===== src/rtl/bzc_pkg.sv =====
package bzc_pkg;

  localparam int unsigned TableSlots = 8;
  localparam int unsigned RegCount   = 7;
  localparam int unsigned PeriodW    = 8;
  localparam int unsigned NoteW      = 3;
  localparam int unsigned TicksW     = 16;
  localparam int unsigned CfgIdxW    = 3;

  typedef enum logic [2:0] {
    FUNC_TICK        = 3'd0,
    FUNC_START       = 3'd1,
    FUNC_START_ALARM = 3'd2,
    FUNC_STOP        = 3'd3,
    FUNC_STOP_ALARM  = 3'd4,
    FUNC_CHG_NOTE    = 3'd5,
    FUNC_CHG_ON      = 3'd6,
    FUNC_CHG_OFF     = 3'd7
  } func_e;

  typedef logic [TableSlots-1:0][PeriodW-1:0] period_tbl_t;

  // reset periods of the writable entries
  localparam period_tbl_t PeriodReset = {8'd0, 8'd16, 8'd18, 8'd20, 8'd22, 8'd24, 8'd26, 8'd29};

  typedef struct packed {
    logic [NoteW-1:0]  note_index;
    logic [TicksW-1:0] on_ticks;
    logic [TicksW-1:0] off_ticks;
  } cmd_t;

  typedef struct packed {
    logic               tone_enable;
    logic [PeriodW-1:0] tone_top;
    logic [6:0]         tone_compare;
    logic               normal_playing;
    logic               alarm_playing;
  } result_t;

endpackage


===== src/rtl/buzzer_tone_cadence_controller.sv =====
// Buzzer tone and cadence controller.
//
// Slave stream: one command per transfer. s_axis_tuser carries the command
// code (tick, start, start alarm, stop, stop alarm, change note/on/off);
// s_axis_tdata carries note index and on/off durations in ticks.
// Master stream: one result per command with tone enable, tone top
// (period), tone compare (half period) and the normal and alarm play flags,
// all taken after the command has been applied.
// Config port: cfg_we_i writes note period register cfg_idx_i (0..6) with
// cfg_data_i at the clock edge; indexes past the registers are dropped.
//
// Pipeline: command register, then the state update and table select, then
// the result register. Throughput is one command per cycle while the
// receiver takes results; m_axis_tready back-pressure stalls the pipeline.
// Reset clears the play flags, cadence counters and both pipeline stages
// and reloads the default note periods. When the receiver stalls the result
// register holds, the command register fills, and s_axis_tready drops
// until the master side moves again.
module buzzer_tone_cadence_controller import bzc_pkg::*; #(
  parameter int unsigned NOTE_COUNT = 7
) (
  input  logic               clk_i,
  input  logic               rst_ni,
  input  logic               s_axis_tvalid,
  output logic               s_axis_tready,
  // [2:0] note_index, [18:3] on_ticks, [34:19] off_ticks, [39:35] zero
  input  logic [39:0]        s_axis_tdata,
  // [2:0] func
  input  logic [2:0]         s_axis_tuser,
  output logic               m_axis_tvalid,
  input  logic               m_axis_tready,
  // [0] tone_enable, [8:1] tone_top, [15:9] tone_compare,
  // [16] normal_playing, [17] alarm_playing, [23:18] zero
  output logic [23:0]        m_axis_tdata,
  input  logic               cfg_we_i,
  input  logic [CfgIdxW-1:0] cfg_idx_i,
  input  logic [PeriodW-1:0] cfg_data_i
);

  logic        cmd_vld_q;
  func_e       func_q;
  cmd_t        cmd_q;
  logic        res_vld_q;
  result_t     res_q;
  result_t     res_d;
  period_tbl_t period_tbl;
  logic        advance;

  // command moves on when the result slot is free or being drained
  assign advance       = cmd_vld_q && (!res_vld_q || m_axis_tready);
  assign s_axis_tready = !cmd_vld_q || advance;

  always_ff @(posedge clk_i or negedge rst_ni) begin
    if (!rst_ni) begin
      cmd_vld_q <= 1'b0;
      res_vld_q <= 1'b0;
    end else begin
      if (s_axis_tready) cmd_vld_q <= s_axis_tvalid;
      if (advance) begin
        res_vld_q <= 1'b1;
      end else if (m_axis_tready) begin
        res_vld_q <= 1'b0;
      end
    end
  end

  // payload registers
  always_ff @(posedge clk_i) begin
    if (s_axis_tready && s_axis_tvalid) begin
      func_q <= func_e'(s_axis_tuser);
      cmd_q  <= cmd_t'{note_index: s_axis_tdata[2:0],
                       on_ticks:   s_axis_tdata[18:3],
                       off_ticks:  s_axis_tdata[34:19]};
    end
    if (advance) res_q <= res_d;
  end

  bzc_cfg u_cfg (
    .clk_i        (clk_i),
    .rst_ni       (rst_ni),
    .cfg_we_i     (cfg_we_i),
    .cfg_idx_i    (cfg_idx_i),
    .cfg_data_i   (cfg_data_i),
    .period_tbl_o (period_tbl)
  );

  bzc_core #(
    .NOTE_COUNT (NOTE_COUNT)
  ) u_core (
    .clk_i        (clk_i),
    .rst_ni       (rst_ni),
    .en_i         (advance),
    .func_i       (func_q),
    .cmd_i        (cmd_q),
    .period_tbl_i (period_tbl),
    .result_o     (res_d)
  );

  assign m_axis_tvalid = res_vld_q;
  assign m_axis_tdata  = {6'd0, res_q.alarm_playing, res_q.normal_playing,
                          res_q.tone_compare, res_q.tone_top, res_q.tone_enable};

endmodule


===== src/rtl/bzc_cfg.sv =====
module bzc_cfg import bzc_pkg::*; (
  input  logic               clk_i,
  input  logic               rst_ni,
  input  logic               cfg_we_i,
  input  logic [CfgIdxW-1:0] cfg_idx_i,
  input  logic [PeriodW-1:0] cfg_data_i,
  output period_tbl_t        period_tbl_o
);

  period_tbl_t period_q;

  always_ff @(posedge clk_i or negedge rst_ni) begin
    if (!rst_ni) begin
      period_q <= PeriodReset;
    end else if (cfg_we_i && (32'(cfg_idx_i) < RegCount)) begin
      period_q[cfg_idx_i] <= cfg_data_i;
    end
  end

  // slots without a register read zero
  always_comb begin
    period_tbl_o = period_q;
    for (int i = RegCount; i < TableSlots; i++) begin
      period_tbl_o[i] = '0;
    end
  end

endmodule


===== src/rtl/bzc_core.sv =====
module bzc_core import bzc_pkg::*; #(
  parameter int unsigned NOTE_COUNT = 7
) (
  input  logic        clk_i,
  input  logic        rst_ni,
  input  logic        en_i,
  input  func_e       func_i,
  input  cmd_t        cmd_i,
  input  period_tbl_t period_tbl_i,
  output result_t     result_o
);

  localparam logic [NoteW-1:0] NoteMax =
      (NOTE_COUNT - 1 > TableSlots - 1) ? NoteW'(TableSlots - 1) : NoteW'(NOTE_COUNT - 1);

  logic               normal_q, normal_d;
  logic               alarm_q, alarm_d;
  logic               running_q, running_d;
  logic [TicksW-1:0]  on_rem_q, on_rem_d;
  logic [TicksW-1:0]  off_rem_q, off_rem_d;
  logic [TicksW-1:0]  on_dur_q, on_dur_d;
  logic [TicksW-1:0]  off_dur_q, off_dur_d;
  logic               out_on_q, out_on_d;
  logic [PeriodW-1:0] period_q, period_d;

  logic [NoteW-1:0]   note_sel;
  logic [PeriodW-1:0] note_period;
  logic               normal_ok;
  logic               active;
  logic [TicksW-1:0]  on_dec;

  assign note_sel    = (cmd_i.note_index > NoteMax) ? NoteMax : cmd_i.note_index;
  assign note_period = period_tbl_i[note_sel];
  assign normal_ok   = !alarm_q && normal_q;
  assign active      = normal_q || alarm_q;

  always_comb begin
    normal_d  = normal_q;
    alarm_d   = alarm_q;
    running_d = running_q;
    on_rem_d  = on_rem_q;
    off_rem_d = off_rem_q;
    on_dur_d  = on_dur_q;
    off_dur_d = off_dur_q;
    out_on_d  = out_on_q;
    period_d  = period_q;
    on_dec    = '0;
    case (func_i)
      FUNC_TICK: begin
        if (!running_q) begin
          if (active) begin
            running_d = 1'b1;
            on_dec    = on_dur_q - 1'b1;   // zero on-time wraps
            on_rem_d  = on_dec;
            off_rem_d = off_dur_q;
            if (on_dec == '0) out_on_d = 1'b0;
          end
        end else if (active) begin
          if (on_rem_q != '0) begin
            on_dec   = on_rem_q - 1'b1;
            on_rem_d = on_dec;
            if (on_dec == '0) out_on_d = 1'b0;
          end else if (off_rem_q != '0) begin
            off_rem_d = off_rem_q - 1'b1;
          end else begin
            out_on_d  = 1'b1;
            on_rem_d  = on_dur_q;
            off_rem_d = off_dur_q;
          end
        end else begin
          running_d = 1'b0;
        end
      end
      FUNC_START: begin
        if (!alarm_q && !normal_q) begin
          period_d  = note_period;
          on_dur_d  = cmd_i.on_ticks;
          off_dur_d = cmd_i.off_ticks;
          out_on_d  = 1'b1;
          normal_d  = 1'b1;
        end
      end
      FUNC_START_ALARM: begin
        // alarm preempts any normal tone
        if (!alarm_q) normal_d = 1'b0;
        period_d  = note_period;
        on_dur_d  = cmd_i.on_ticks;
        off_dur_d = cmd_i.off_ticks;
        out_on_d  = 1'b1;
        alarm_d   = 1'b1;
      end
      FUNC_STOP: begin
        if (normal_ok) begin
          out_on_d = 1'b0;
          normal_d = 1'b0;
        end
      end
      FUNC_STOP_ALARM: begin
        if (alarm_q) begin
          out_on_d = 1'b0;
          alarm_d  = 1'b0;
        end
      end
      FUNC_CHG_NOTE: begin
        if (normal_ok) period_d = note_period;
      end
      FUNC_CHG_ON: begin
        if (normal_ok) on_dur_d = cmd_i.on_ticks;
      end
      FUNC_CHG_OFF: begin
        if (normal_ok) off_dur_d = cmd_i.off_ticks;
      end
      default: begin
      end
    endcase
  end

  always_ff @(posedge clk_i or negedge rst_ni) begin
    if (!rst_ni) begin
      normal_q  <= 1'b0;
      alarm_q   <= 1'b0;
      running_q <= 1'b0;
      on_rem_q  <= '0;
      off_rem_q <= '0;
      on_dur_q  <= TicksW'(1);
      off_dur_q <= TicksW'(1);
      out_on_q  <= 1'b0;
      period_q  <= '0;
    end else if (en_i) begin
      normal_q  <= normal_d;
      alarm_q   <= alarm_d;
      running_q <= running_d;
      on_rem_q  <= on_rem_d;
      off_rem_q <= off_rem_d;
      on_dur_q  <= on_dur_d;
      off_dur_q <= off_dur_d;
      out_on_q  <= out_on_d;
      period_q  <= period_d;
    end
  end

  assign result_o.tone_enable    = out_on_d;
  assign result_o.tone_top       = period_d;
  assign result_o.tone_compare   = period_d[PeriodW-1:1];
  assign result_o.normal_playing = normal_d;
  assign result_o.alarm_playing  = alarm_d;

endmodule

===== config.mk =====
export PLATFORM = sky130hd
export DESIGN_NAME = buzzer_tone_cadence_controller
export DESIGN_NICKNAME = d
export VERILOG_FILES = /design/src/rtl/bzc_pkg.sv /design/src/rtl/buzzer_tone_cadence_controller.sv /design/src/rtl/bzc_cfg.sv /design/src/rtl/bzc_core.sv
export SDC_FILE = /design/constraint.sdc
export NUM_CORES = 1
export LEC_CHECK = 0
export ABC_AREA = 0
export BUFFER_PORTS_ARGS = -buffer_cell sky130_fd_sc_hd__buf_4
export CELL_PAD_IN_SITES_DETAIL_PLACEMENT = 1
export CELL_PAD_IN_SITES_GLOBAL_PLACEMENT = 1
export CORE_UTILIZATION = 50
export CTS_BUF_LIST = sky130_fd_sc_hd__clkbuf_8
export DETAILED_ROUTE_END_ITERATION = 8
export PLACE_DENSITY_LB_ADDON = 0.1
export SYNTH_ARGS = -nofsm -noshare
export SYNTH_HDL_FRONTEND = slang
export SYNTH_SLANG_ARGS = --single-unit
export TNS_END_PERCENT = 30

===== constraint.sdc =====
create_clock -name clk_i -period 6.8 [get_ports clk_i]
set_clock_uncertainty 0.2 [all_clocks]
set_input_delay 0.68 -clock clk_i [delete_from_list [all_inputs] [get_ports clk_i]]
set_output_delay 0.68 -clock clk_i [all_outputs]
set_load 0.02 [all_outputs]

==> results_dict.tcl, run 1 <==
set metrics [dict create \
    clk-insertion-delay-late_ns 0.47 \
    synth-xor-area-share 0.0241 \
    final_critical_path_setup_slack_ns 3.54 \
    seq_area_sq_mm 0.00485 \
    initial_core_util 0.518 \
    cts_tree "yes" \
    synthCells 776 \
    routed-wl-met2_um 11000 \
    p_total_mw 3.77 \
    via_count 6218 \
    ctsResizeCount 0 \
    maxCapViolations 0 \
    antenna_found_initial 0 \
    min_path_type "in2async" \
    seq_area_frac_synth 0.534 \
    wl_per_cell_um 20.5 \
    rsz0062_at_grt "false" \
    ant_nets 0 \
    max_stage_delay_ns 0.64 \
    status "complete, no violations" \
    cts_buffer_depth 2 \
    required_ns 6.99 \
    synthMuxAreaShare 0.165 \
    hold_viol 0 \
    synth_top_family_by_area "multiplexers" \
    fin_nets 886 \
    antenna_cells 0 \
    final.period_utilization 0.479 \
    coreArea_sq_mm 0.0175 \
    finalSetupViolCount 0 \
    fmax_mhz 307 \
    crit_slowest_cell "nor4_4" \
    path_delay_family "simple AND/OR/NAND/NOR gates" \
    wl_um 21600 \
    postLayoutCoreUtil 0.572 \
    area_growth_pct 10.6 \
    synth_ff_type "dfrtp_1" \
    ys_ff_latch 183 \
    grt_pass1_vias 6614 \
    synth_simple_gate_area_share 0.129 \
    drtIter0Drc 367 \
    portBuffers 73 \
    crit_type "reg2reg" \
    dp_slack_ns 3.53 \
    p_per_area_mw_per_mm2 375 \
    endpoint_kind "register" \
    synth_fa_ha_area_frac 0.00965 \
    min_period_ns 3.26 \
    critPathArrivalTime_ns 3.44 \
    grt_max_degree 84 \
    leakage_nw 4.04 \
    multiInputGateArea_sq_mm 0.00390 \
    post_cts_buffers 0 \
    syn_area_per_cell_sq_um 11.7 \
    synthTopCellsByArea "dfrtp_1 (32%), edfxtp_1 (16%), mux2_2 (12%)" \
    n_fill_cell 1856 \
    synth_edf_count 49 \
    grtUsageTotal 0.252 \
    postCtsHoldBufs 0 \
    drt_first_pass_iters 5 \
    htreeDepth 4 \
    synth_compound_gate_area_share 0.0987 \
    grt_pass1_wl_um 35500 \
    path_buf_inv 0 \
    syn_area_sq_mm 0.00908 \
    dieHeight_um 137 \
    vias_per_cell 5.88 \
    clk_pin_slew_ns 0.10 \
    fp-row-count 48 \
    ioPinCount 85 \
    cts.sinks 183 \
    final_layout_size_suffix_gt1_frac 0.307 \
    overflow 0 \
    cts_root_buf "clkbuf_8" \
    yosysTopAreaCellShare 0.317 \
    die_area_sq_mm 0.0187 \
    post-route-drc-count 0 \
    wl_met1_um 9570 \
    hpwl_um 15200 \
    worst_pin_slew_ns 1.14 \
    drv_slew 0 \
    vdd_drop_max_mv 0.214 \
    ys_types 77 \
    cp_cell_sequence "nor4_4, nand3b_1, or3_4, o21bai_4, a21oi_1, a221oi_2" \
    setup_tns_ns 0 \
    ys_warn_count 0 \
    routed.top_layer "met4" \
    met3_length_um 782 \
    start_kind "register" \
    chipWidth_um 137 \
    finalWeightedCongestion 0.868 \
    yosysTopAreaCell "dfrtp_1" \
    slew_headroom 0.240 \
    ys_async_sr_fraction 0.732 \
    critPathMaxFanout 31 \
    numCtsBuffers 17 \
]
layout by cell type, fill, tap and decap left out, types with 4 or more instances in the layout:
cell      netlist  final
dfrtp_1       115    115
mux2_2         98     98
buf_4          15     79
nand2_1        60     60
edfxtp_1       49     49
nor2_1         47     47
o21ai_0        46     46
a21oi_1        38     38
nor3_1         22     22
mux2i_1        20     20
dfstp_2        19     19
o21ai_1        17     17
clkbuf_8        0     17
xor2_1         16     16
inv_1          13     13
nand4_1        11     11
nand3_1        11     11
xnor2_1         9      9
nand2b_1        8      8
mux4_2          8      8
ha_1            7      7
nor3b_1         6      6
o31ai_1         6      6
conb_1          1      6
or4_1           5      5
or3_1           5      5
nand4b_1        5      5
nor4_2          4      4
a211oi_1        4      4
nor4_1          4      4
a22oi_1         4      4
report_power, final:
part,switching [mW],leakage [nW],internal [mW]
clock network,0.428,0.185,0.267
logic,0.657,1.79,0.562
registers,0.378,2.07,1.48
total,1.46,4.04,2.31
worst reg2reg max path: stages (launching register included):
cell	delay (ns)
dfrtp_1	0.51
nor4_4	0.64
nand3b_1	0.33
or3_4	0.45
o21bai_4	0.61
a21oi_1	0.19
a221oi_2	0.24
per-layer routing:
| metal | vias up | GRT usage |
|---|---|---|
| met5 | - | 0 |
| met3 | 22 | 0.0504 |
| met2 | 120 | 0.427 |
| li1 | 2897 | - |
| met4 | 0 | 0.0611 |
| met1 | 3179 | 0.329 |
flip-flops by register name, summed over array words and instances, names as in the netlist:
| signal | cells |
|---|---|
| u_core.period_q | 8 |
| u_core.normal_q | 1 |
| u_core.on_rem_q | 16 |
| u_core.off_rem_q | 16 |
| m_axis_tvalid | 1 |
| u_core.running_q | 1 |
| u_core.off_dur_q | 16 |
| cmd_vld_q | 1 |
| m_axis_tdata | 11 |
| u_core.on_dur_q | 16 |
| u_core.out_on_q | 1 |
| u_core.alarm_q | 1 |
| u_cfg.period_tbl_o | 56 |
| cmd_q | 35 |
| func_q | 3 |
cell families after synthesis:
logic type / after synthesis
flip-flops: 183
other: 1
buffers and inverters: 72
XOR/XNOR: 25
AND/OR/NAND/NOR: 215
multiplexers: 127
adder cells (fa/ha/maj): 7
AO/OA/AOI/OAI: 146
worst paths after layout:
check	end	start	cells after the start	slack, ns
worst max-delay path	u_core.on_rem_q[0]$_DFFE_PN0P_	u_core.on_rem_q[2]$_DFFE_PN0P_	6	3.54
worst min-delay path	u_core.on_rem_q[8]$_DFFE_PN0P_	rst_ni	1	0.05
worst max register to register	u_core.on_rem_q[0]$_DFFE_PN0P_	u_core.on_rem_q[2]$_DFFE_PN0P_	6	3.54
worst min register to register	u_core.on_dur_q[14]$_DFFE_PN0P_	cmd_q[30]$_DFFE_PP_	1	0.29
max in group asynchronous	u_cfg.period_tbl_o[31]$_DFFE_PN0P_	rst_ni	2	4.84
min in group clk_i	cmd_q[3]$_DFFE_PP_	s_axis_tdata[22]	1	0.17
through the flow:
stage                     std cells  hold slack, ns  instance area (sq um)
after floorplan                 781           0.184                   9100
after global placement         1026           0.258                   9670
after detailed placement       1026           0.266                   9670
after CTS                      1058          0.0627                  10000
after global routing           1058          0.0648                  10000
final                          1058          0.0466                  10000
synth_stat cells (3+ instances only):
master,instances
dfrtp_1,115
mux2_2,98
nand2_1,60
edfxtp_1,49
nor2_1,47
o21ai_0,46
a21oi_1,38
clkbuf_1,25
nor3_1,22
mux2i_1,20
dfstp_2,19
buf_2,17
o21ai_1,17
xor2_1,16
buf_4,15
inv_1,13
nand3_1,11
nand4_1,11
xnor2_1,9
mux4_2,8
nand2b_1,8
ha_1,7
nor3b_1,6
o31ai_1,6
nand4b_1,5
or3_1,5
or4_1,5
a211oi_1,4
a22oi_1,4
nor4_1,4
nor4_2,4
a21o_1,3
nand3b_1,3
o2bb2ai_1,3
layout make-up:
| class | count | share of cell area |
|---|---|---|
| inverter | 13 | 0.00486 |
| tap | 225 | 0.0280 |
| timing repair buffer | 79 | 0.0591 |
| multi-input combinational | 526 | 0.388 |
| sequential | 183 | 0.483 |
| clock buffer | 17 | 0.0233 |
| clock inverter | 15 | 0.0137 |
Note: power is estimated with default switching activity, not from simulation.
==> run 2: changes to the inputs <==
==> constraint.sdc (replaced) <==
create_clock -name clk_i -period 3.35 [get_ports clk_i]
set_clock_uncertainty 0.2 [all_clocks]
set_input_delay 0.335 -clock clk_i [delete_from_list [all_inputs] [get_ports clk_i]]
set_output_delay 0.335 -clock clk_i [all_outputs]
set_load 0.02 [all_outputs]
==> run 2 against run 1 <==
Cell count is 5.9% higher; sequential share of layout area is 3.0 points lower; final area up 6.6%; non-clock buffer count grew 62; total power rose by 110%; clock power grew 130%; via count increased by 7.2%.
==> results_dict.tcl, run 2 (synthesis results as in run 1) <==
set metrics [dict create \
    status "complete, no violations" \
    setup_tns_ns 0 \
    min_period_ns 2.91 \
    largest_reg_flops 56 \
    final_critical_path_setup_slack_ns 0.440 \
    worst_pin_slew_ns 1.05 \
    coreArea_sq_mm 0.0175 \
    finalSetupViolCount 0 \
    vias_per_cell 5.95 \
    fp-row-count 48 \
    via_count 6665 \
    chipWidth_um 137 \
    area_growth_pct 17.8 \
    clk-insertion-delay-late_ns 0.48 \
    critPathArrivalTime_ns 3.08 \
    grt_max_degree 63 \
    final_common_cell "dfrtp_1" \
    final_cell_mix "dfrtp_1 (115), mux2_2 (98), buf_4 (90)" \
    critPathMaxFanout 31 \
    finalWeightedCongestion 0.890 \
    cts_root_buf "clkbuf_8" \
    drv_slew 0 \
    cts_tree "yes" \
    portBuffers 73 \
    ioPinCount 85 \
    wl_per_cell_um 21.5 \
    hpwl_um 15800 \
    initial_core_util 0.518 \
    p_per_area_mw_per_mm2 750 \
    endpoint_kind "register" \
    drt_first_pass_iters 5 \
    numCtsBuffers 17 \
    vdd_drop_max_mv 0.395 \
    final.period_utilization 0.869 \
    hold_ws_ns 0.182 \
    r2r_slack_ns 0.44 \
    grtUsageTotal 0.273 \
    antenna_cells 0 \
    required_ns 3.52 \
    fin_nets 948 \
    final_layout_size_suffix_gt1_frac 0.303 \
    slew_headroom 0.301 \
    fmax_mhz 344 \
    cts_buffer_depth 2 \
    clk_pin_slew_ns 0.10 \
    drtIter0Drc 380 \
    crit_type "reg2reg" \
    dieHeight_um 137 \
    overflow 0 \
    wl_um 24100 \
    grt_pass1_vias 7111 \
    die_area_sq_mm 0.0187 \
    min_path_type "in2reg" \
    p_total_mw 8.03 \
    grt_pass1_wl_um 37900 \
    htreeDepth 4 \
    rsz0062_at_grt "false" \
    hold_viol 0 \
    post_cts_buffers 0 \
    dp_slack_ns 0.440 \
    maxCapViolations 0 \
    leakage_nw 4.34 \
    antenna_found_initial 0 \
    ant_nets 0 \
    start_kind "register" \
    post-route-drc-count 0 \
    cts.sinks 183 \
]
run 2: cell count changes in the layout (fill, tap and decap cells not counted):
cell / delta
buf_12: +1
buf_4: +11
bufinv_16: +2
clkbuf_8: +1
clkinv_1: -3
clkinv_2: +1
clkinv_4: -1
clkinvlp_4: -1
dlygate4sd3_1: +50
inv_4: +1
inv_6: +1
inv_8: -1
run 2: critical path, stage by stage, from the launching register on:
cell and delay, ns:
dfrtp_1 0.51, nor4_4 0.40, nand3b_1 0.25, or3_4 0.43
o21bai_4 0.62, mux2_1 0.39
run 2: metal layers:
layer  vias to the layer above  GRT usage  share of wire
met5                         -          0              0
met4                         0      0.104          0.024
met3                        47     0.0470          0.032
met2                       160      0.465           0.51
met1                      3432      0.346           0.43
li1                       3026          -              -
run 2: worst paths after layout:
| kind | depth (start not counted) | to | from |
|---|---|---|---|
| max reg2reg | 5 | u_core.on_rem_q[10]$_DFFE_PN0P_ | u_core.on_rem_q[2]$_DFFE_PN0P_ |
| max | 5 | u_core.on_rem_q[10]$_DFFE_PN0P_ | u_core.on_rem_q[2]$_DFFE_PN0P_ |
| max in group asynchronous | 3 | u_cfg.period_tbl_o[20]$_DFFE_PN1P_ | rst_ni |
| min reg2reg | 1 | u_core.off_dur_q[3]$_DFFE_PN0P_ | cmd_q[3]$_DFFE_PP_ |
| min in group asynchronous | 2 | u_core.on_rem_q[0]$_DFFE_PN0P_ | rst_ni |
| min | 3 | u_cfg.period_tbl_o[17]$_DFFE_PN0P_ | cfg_idx_i[2] |
run 2: layout make-up:
class | count | area, sq um
fill | 1785 | 6840
sequential | 183 | 4850
multi-input combinational | 526 | 3900
timing repair buffer | 141 | 1200
tap | 225 | 282
clock buffer | 18 | 248
clock inverter | 14 | 179
inverter | 13 | 48.8
run 2: timing repair:
action | in CTS | in global routing
resized for setup | 0 | 0
hold buffers | 50 | 0
endpoints found under the hold margin | 152 | 0
run 2: per-stage QoR:
step	instances	area [sq um]	utilization
6_report	1120	10700	0.610
3_3_place_gp	1038	9770	0.557
3_5_place_dp	1038	9770	0.557
2_1_floorplan	781	9100	-
4_1_cts	1120	10700	0.610
5_1_grt	1120	10700	0.610
run 2: report_power, final:
group / internal, mW / total (mW) / switching (mW)
Sequential: 3.00 / 3.78 / 0.784
Clock: 0.716 / 1.60 / 0.886
Combinational: 1.21 / 2.64 / 1.43
